--- config.mk ---
export PLATFORM = sky130hd
export DESIGN_NAME = vpf_dist
export DESIGN_NICKNAME = d
export VERILOG_FILES = /design/src/vpf_pkg.sv /design/src/vpf_dist.sv
export SDC_FILE = /design/constraint.sdc
export NUM_CORES = 1
export LEC_CHECK = 0
export ABC_AREA = 1
export ABC_CLOCK_PERIOD_IN_PS = 8200
export BUFFER_PORTS_ARGS = -buffer_cell sky130_fd_sc_hd__buf_2
export CAP_MARGIN = 20
export CORE_ASPECT_RATIO = 0.8
export CORE_MARGIN = 5
export CORE_UTILIZATION = 39
export CTS_CLUSTER_DIAMETER = 30
export DETAILED_ROUTE_END_ITERATION = 8
export PLACE_DENSITY = 0.53
export SYNTH_ARGS = -nofsm -noshare
export SYNTH_HDL_FRONTEND = slang
export SYNTH_SLANG_ARGS = --single-unit
--- constraint.sdc ---
create_clock -name clk -period 8.2 [get_ports clk]
set_input_delay 1.23 -clock clk [delete_from_list [all_inputs] [get_ports clk]]
set_output_delay 1.23 -clock clk [all_outputs]
set_load 0.005 [all_outputs]
--- src/vpf_pkg.sv ---
package vpf_pkg;

  localparam int COORD_W    = 12;
  localparam int RADIUS_W   = 16;
  localparam int MAT_W      = 8;
  localparam int CMD_W      = 3;
  localparam int SIZE_W     = 6;
  localparam int CFG_IDX_W  = 2;
  localparam int DIFF_W     = COORD_W + 1;
  localparam int MAG_W      = COORD_W;
  localparam int SQ_W       = 2 * MAG_W;
  localparam int SUM_W      = SQ_W + 2;
  localparam int R2_W       = 2 * RADIUS_W;
  localparam int FRAC_SHIFT = 8;
  localparam int CMP_W      = SUM_W + FRAC_SHIFT;

  localparam logic [SIZE_W-1:0] SIZE_RESET = 6'd32;
  localparam logic [MAT_W-1:0]  MAT_CLEAR  = 8'd0;

  localparam logic STATUS_DONE = 1'b0;
  localparam logic STATUS_OOB  = 1'b1;

  typedef enum logic [CMD_W-1:0] {
    CMD_SET      = 3'd0,
    CMD_UNIFORM  = 3'd1,
    CMD_BOX      = 3'd2,
    CMD_SPHERE   = 3'd3,
    CMD_CYLINDER = 3'd4,
    CMD_READ     = 3'd5
  } cmd_t;

  typedef enum logic [CFG_IDX_W-1:0] {
    REG_SIZE_X = 2'd0,
    REG_SIZE_Y = 2'd1,
    REG_SIZE_Z = 2'd2
  } cfg_reg_t;

  typedef enum logic [3:0] {
    ST_CLEAR,
    ST_IDLE,
    ST_SETUP,
    ST_ADDR_ROW,
    ST_ADDR_BASE,
    ST_SINGLE,
    ST_SWEEP,
    ST_DRAIN,
    ST_FINISH
  } state_t;

  typedef struct packed {
    logic [CMD_W-1:0]          command;
    logic signed [COORD_W-1:0] x_a;
    logic signed [COORD_W-1:0] x_b;
    logic signed [COORD_W-1:0] y_a;
    logic signed [COORD_W-1:0] y_b;
    logic signed [COORD_W-1:0] z_a;
    logic signed [COORD_W-1:0] z_b;
    logic [RADIUS_W-1:0]       radius;
    logic [MAT_W-1:0]          material;
  } req_t;

  typedef struct packed {
    logic             status;
    logic [MAT_W-1:0] read_material;
  } rsp_t;

  typedef struct packed {
    logic signed [COORD_W-1:0] x_c;
    logic signed [COORD_W-1:0] y_c;
    logic signed [COORD_W-1:0] z_c;
    logic [RADIUS_W-1:0]       radius;
    logic                      use_dz;
  } dist_cfg_t;

endpackage

--- src/vpf_dist.sv ---
module vpf_dist
  import vpf_pkg::*;
#(
  parameter int CW = 6
) (
  input  logic           clk,
  input  dist_cfg_t      cfg,
  input  logic [CW-1:0]  x,
  input  logic [CW-1:0]  y,
  input  logic [CW-1:0]  z,
  output logic           hit
);

  function automatic logic [MAG_W-1:0] abs_diff(input logic [CW-1:0] p,
                                                input logic signed [COORD_W-1:0] c);
    logic signed [DIFF_W-1:0] ps;
    logic signed [DIFF_W-1:0] cs;
    logic signed [DIFF_W-1:0] d;
    ps = signed'({{(DIFF_W-CW){1'b0}}, p});
    cs = {c[COORD_W-1], c};
    d  = ps - cs;
    if (d < 0) begin
      return MAG_W'(-d);
    end
    return MAG_W'(d);
  endfunction

  logic [MAG_W-1:0] mag_x, mag_y, mag_z;
  logic [SQ_W-1:0]  sq_x, sq_y, sq_z;
  logic [R2_W-1:0]  r2;
  logic [SUM_W-1:0] sum;
  logic [CMP_W-1:0] lhs;

  assign mag_x = abs_diff(x, cfg.x_c);
  assign mag_y = abs_diff(y, cfg.y_c);
  assign mag_z = abs_diff(z, cfg.z_c);

  always_ff @(posedge clk) begin
    sq_x <= SQ_W'(mag_x) * SQ_W'(mag_x);
    sq_y <= SQ_W'(mag_y) * SQ_W'(mag_y);
    sq_z <= cfg.use_dz ? SQ_W'(mag_z) * SQ_W'(mag_z) : '0;
    r2   <= R2_W'(cfg.radius) * R2_W'(cfg.radius);
  end

  assign sum = SUM_W'(sq_x) + SUM_W'(sq_y) + SUM_W'(sq_z);
  assign lhs = {sum, {FRAC_SHIFT{1'b0}}};

  always_ff @(posedge clk) begin
    hit <= (lhs <= CMP_W'(r2));
  end

endmodule

## Yosys cells after proc, flatten, opt, wreduce, memory -nomap -nowiden

Index checks and enable logic that the tools add are counted.

| word-level totals | value |
|---|---|
| register bits | 105 |
| input port bits | 72 |
| output and inout port bits | 1 |
| logic and storage cells | 30 |

| operators by class | value |
|---|---|
| add/subtract/negate cells | 8 |
| $mul | 4 |
| $lt $le $gt $ge | 4 |
| mux-type cells | 9 |

Operators with widths:

| kind | count |
|---|---|
| 12-bit by 12-bit multiplier with 24-bit output | 3 |
| 12-bit two-way mux | 6 |
| 13-bit by 1-bit < comparator with 1-bit output, second input constant | 3 |
| 7-bit by 12-bit subtractor with 13-bit output | 3 |
| 12-bit negation | 3 |
| 34-bit by 32-bit less-or-equal comparator with 1-bit output | 1 |
| 16-bit by 16-bit multiplier with 32-bit output | 1 |
| 25-bit by 24-bit adder with 26-bit output | 1 |
| 24-bit by 24-bit adder with 25-bit output | 1 |
| 1-bit two-way mux | 3 |

## Depth between registers and ports, before layout

| logic depth | value |
|---|---|
| depth in word-level cells | 5 |
| depth in mapped cells | 39 |
| gate-level depth less buffers | 38 |

## Least setup slack after synthesis

Ideal clock, no wire load.

| timing | value |
|---|---|
| path kind | input to register |
| start point | in y[0] |
| end point | reg sq_y[21] |
| library setup time | 0.119 ns |
| arrival time | 7.297 ns |
| data required time | 8.081 ns |
| slack | 0.784 ns |
| stages on the path | 33 |
| path buffers | 0 |
| cells stage by stage | inv_1 -> ha_1 -> fa_1 -> ha_1 -> inv_1 -> nor2_4 -> nand3_2 -> nor2_2 -> nand3_1 -> nor2_2 -> o21ai_0 -> nand2_2 -> inv_1 -> nand2_1 -> inv_1 -> fa_1 -> inv_1 -> fa_1 -> fa_1 -> inv_1 -> fa_1 -> inv_1 -> fa_1 -> inv_1 -> ha_1 -> a21oi_1 -> nor2_1 -> a211oi_1 -> o21ai_0 -> a21o_1 -> nand3_1 -> nand2_1 -> xor2_1 |

| between the ends | value |
|---|---|
| word-level cells in the longest chain between the ends | 5 |
| elaborated cells on any way between the ends | 7 |
| those cells by class | add/sub (2); mul (1); order compare (1); mux (3) |

RTL lines:

| element | RTL line | source |
|---|---|---|
| from (decl) | vpf_dist.sv:9 | `input logic [CW-1:0] y,` |
| 7-bit by 12-bit subtractor with 13-bit output * | vpf_dist.sv:21 | `d = ps - cs;` |
| 12-bit negation / 13-bit by 1-bit < comparator with 1-bit output (equally long branches) | vpf_dist.sv:23, vpf_dist.sv:22 |  |
| 12-bit two-way mux / 1-bit two-way mux (equally long branches) | vpf_dist.sv:22 | `if (d < 0) begin` |
| 12-bit two-way mux * | vpf_dist.sv:25 | `return MAG_W'(d);` |
| 12-bit by 12-bit multiplier with 24-bit output * | vpf_dist.sv:40 | `sq_y <= SQ_W'(mag_y) * SQ_W'(mag_y);` |
| to (signal assigned) | vpf_dist.sv:40 |  |
| to (decl) | vpf_dist.sv:29 | `logic [SQ_W-1:0] sq_x, sq_y, sq_z;` |

Mark *: on every way between the ends. The rest lies on a longest branch, timed or not. The select of a mux whose other input is x is not followed.
A chain may end at the register's enable or synchronous reset.

## Final worst setup path

| timing | value |
|---|---|
| start point | in z[0] |
| end point | reg sq_z[16] |

| between the ends | value |
|---|---|
| word-level cells in the longest chain between the ends | 5 |
| elaborated cells on any way between the ends | 7 |
| those cells by class | add/sub (2); mul (1); order compare (1); mux (3) |

RTL lines:

| element | RTL line | source |
|---|---|---|
| from (decl) | vpf_dist.sv:10 | `input logic [CW-1:0] z,` |
| 7-bit by 12-bit subtractor with 13-bit output * | vpf_dist.sv:21 |  |
| 12-bit negation / 13-bit by 1-bit < comparator with 1-bit output (equally long branches) | vpf_dist.sv:23, vpf_dist.sv:22 |  |
| 12-bit two-way mux / 1-bit two-way mux (equally long branches) | vpf_dist.sv:22 |  |
| 12-bit two-way mux * | vpf_dist.sv:25 |  |
| 12-bit by 12-bit multiplier with 24-bit output * | vpf_dist.sv:41 | `sq_z <= cfg.use_dz ? SQ_W'(mag_z) * SQ_W'(mag_z) : '0;` |
| to (signal assigned) | vpf_dist.sv:41 |  |
| to (decl) | vpf_dist.sv:29 |  |

Marked as above.

==> impl_metrics.tcl <==
set metrics [dict create \
    status "finished, final reports clean" \
    grt_util_all_layers_pct 16.5 \
    die-area_mm2 0.0720 \
    synth_edf_count 0 \
    yosys.area.top_type "fa_1" \
    crit_path_top_delay_cell "fa_1" \
    r2r_slack_ps 4520 \
    netlist_area_mm2 0.0260 \
    synthArstFlopShare_pct 0 \
    syn_area_per_cell_um2 7.81 \
    drive_gt1_share_pct 6.67 \
    holdCritPathClass "register to register" \
    diodes 0 \
    die_width_um 299 \
    start_util_pct 39.5 \
    finClkSkew_ps 6.05 \
    relSlewSlack_pct 60.8 \
    synthMostInstantiatedCell "inv_1" \
    cts-root-buf "clkbuf_16" \
    clk_pin_slew_ps 70 \
    grt_pass1_vias 20400 \
    synth_common_cells "906 x inv_1, 565 x nand2_1, 432 x fa_1, 328 x ha_1, 248 x nor2_1" \
    cts.sinks 101 \
    port-buffer-count 72 \
    hold_viol 0 \
    dp.cells 4244 \
    cts_tree "built" \
    drt_iter0_drc 877 \
    drc 0 \
    min_period_ps 7680 \
    yosys-top-cells-area "fa_1 33%, ha_1 16%, inv_1 13%" \
    ys_warn_count 0 \
    maxCapViolations 0 \
    grt_max_degree 19 \
    fin_cells 4263 \
    fmax_mhz 130 \
    gp_congestion 0.861 \
    ys_types 58 \
    numCtsBuffers 9 \
    report.final.slew_viol_count 0 \
    die_h_um 241 \
    tightest_slew_ps 581 \
    crit_type "input pin to register" \
    avgRoutedWirePerCell_um 13.3 \
    cts_max_level 3 \
    ys_seq_area_share_pct 7.77 \
    cp_max_fo 8 \
    worstPathArrival_ps 7950 \
    grt_pass1_wl_um 100000 \
    slowest_delay_ps 550 \
    syn_to_final_growth_pct 6.73 \
    setup_viol 0 \
    ctsHoldBuffers 0 \
    max-clock-path-buffers 2 \
    vias 19800 \
    clock_latency_ps 350 \
    avgViaCountPerCell 4.64 \
    wirelength_um 56600 \
    ios 73 \
    ant_nets 0 \
    synth.ff_latch_count 101 \
    hpwlAfterDp_um 51000 \
    drt_first_pass_iters 5 \
    critPathRequiredTime_ps 8470 \
    rsz0062_at_grt "no" \
    tns_ps 0 \
    num_rows 84 \
    finalNetCount 4230 \
    cp-start-kind "input pin" \
    synth_flop_cell "dfxtp_1" \
    coreArea_mm2 0.0659 \
    antenna_found_initial 0 \
    end_kind "register" \
    synth_cells 3330 \
    synth_top_area_share_pct 33.2 \
    grt.overflow.total 0 \
    min_period_over_period_pct 93.6 \
]
==> kinds of logic (layout without fill, tap and decap cells) <==
kind of cell / Yosys count / count (layout) / synth area share (%)
buffers and inverters: 977 / 1049 / 14.4
DFF: 101 / 101 / 7.77
xor gates and xnor gates: 117 / 117 / 4.51
adders and majority gates: 760 / 760 / 49.0
and+or+nand+nor: 1044 / 1044 / 16.9
other: 2 / 3 / 0.0289
AOI/OAI and AO/OA: 329 / 329 / 7.37
==> repair_timing <==
action / 4_1_cts / 5_1_grt
resized for setup: 0 / 2
hold endpoints to repair: 0 / 0
setup endpoints to repair: 0 / 1
setup buffers: 0 / 3
==> stage by stage <==
step	hold WS, ps	utilization, %	worst slack, ps	instance area (um2)
floorplan	578	-	784	26000
global placement	681	41.6	184	27400
detailed placement	680	41.6	160	27400
CTS	689	42.1	492	27700
global route	749	42.1	5.54	27800
finish	676	42.1	521	27800
==> registers in the layout (all words and copies together), names as in the netlist <==
signal  cells
r2         31
sq_x       23
sq_y       23
sq_z       23
hit         1
==> layout make-up <==
cell class / instances / area, um2
flip-flops and latches: 101 / 2020
multi-input cells: 2253 / 20300
fillers: 6873 / 38100
inverters: 928 / 3480
clock buffers: 10 / 239
well taps: 860 / 1080
repair buffers: 105 / 608
clock inverters: 6 / 76.3
==> critical path, delay by kind of cell <==
family	cells	cell delay, ps
and+or+nand+nor	12	1400
buffers and inverters	8	560
adders and majority gates	9	3930
AOI/OAI and AO/OA	5	820
==> worst paths after layout <==
kind / startpoint / to / cells past startpoint
worst max register to register: sq_y[5] / hit / 17
worst min register to register: r2[31] / hit / 5
worst max-delay path: z[0] / sq_z[16] / 34
worst min-delay path: r2[31] / hit / 5
==> per-layer routing <==
layer	up-vias	part of all wire [%]	global-route usage [%]
met2	291	41	25.5
li1	10100	-	-
met3	11	4.0	1.59
met5	-	0	0
met4	0	0.35	1.31
met1	9350	54	26.2
==> layout by cell type (no fill, tap or decap), types with 14 or more instances in the layout <==
cell type,instances
o21ai_0,85
nor2_1,248
xnor2_1,34
xor2_1,69
nand2_1,564
inv_2,23
nand4_1,32
a21o_1,23
nand2_2,24
buf_2,72
a21oi_1,155
nor3_1,25
nand3_1,108
buf_4,33
nor2_2,14
ha_1,328
fa_1,432
dfxtp_1,101
inv_1,905
Power is left out: the tool's default activity adds up to more than one toggle a clock period on the data nets, which glitch-free logic cannot reach.
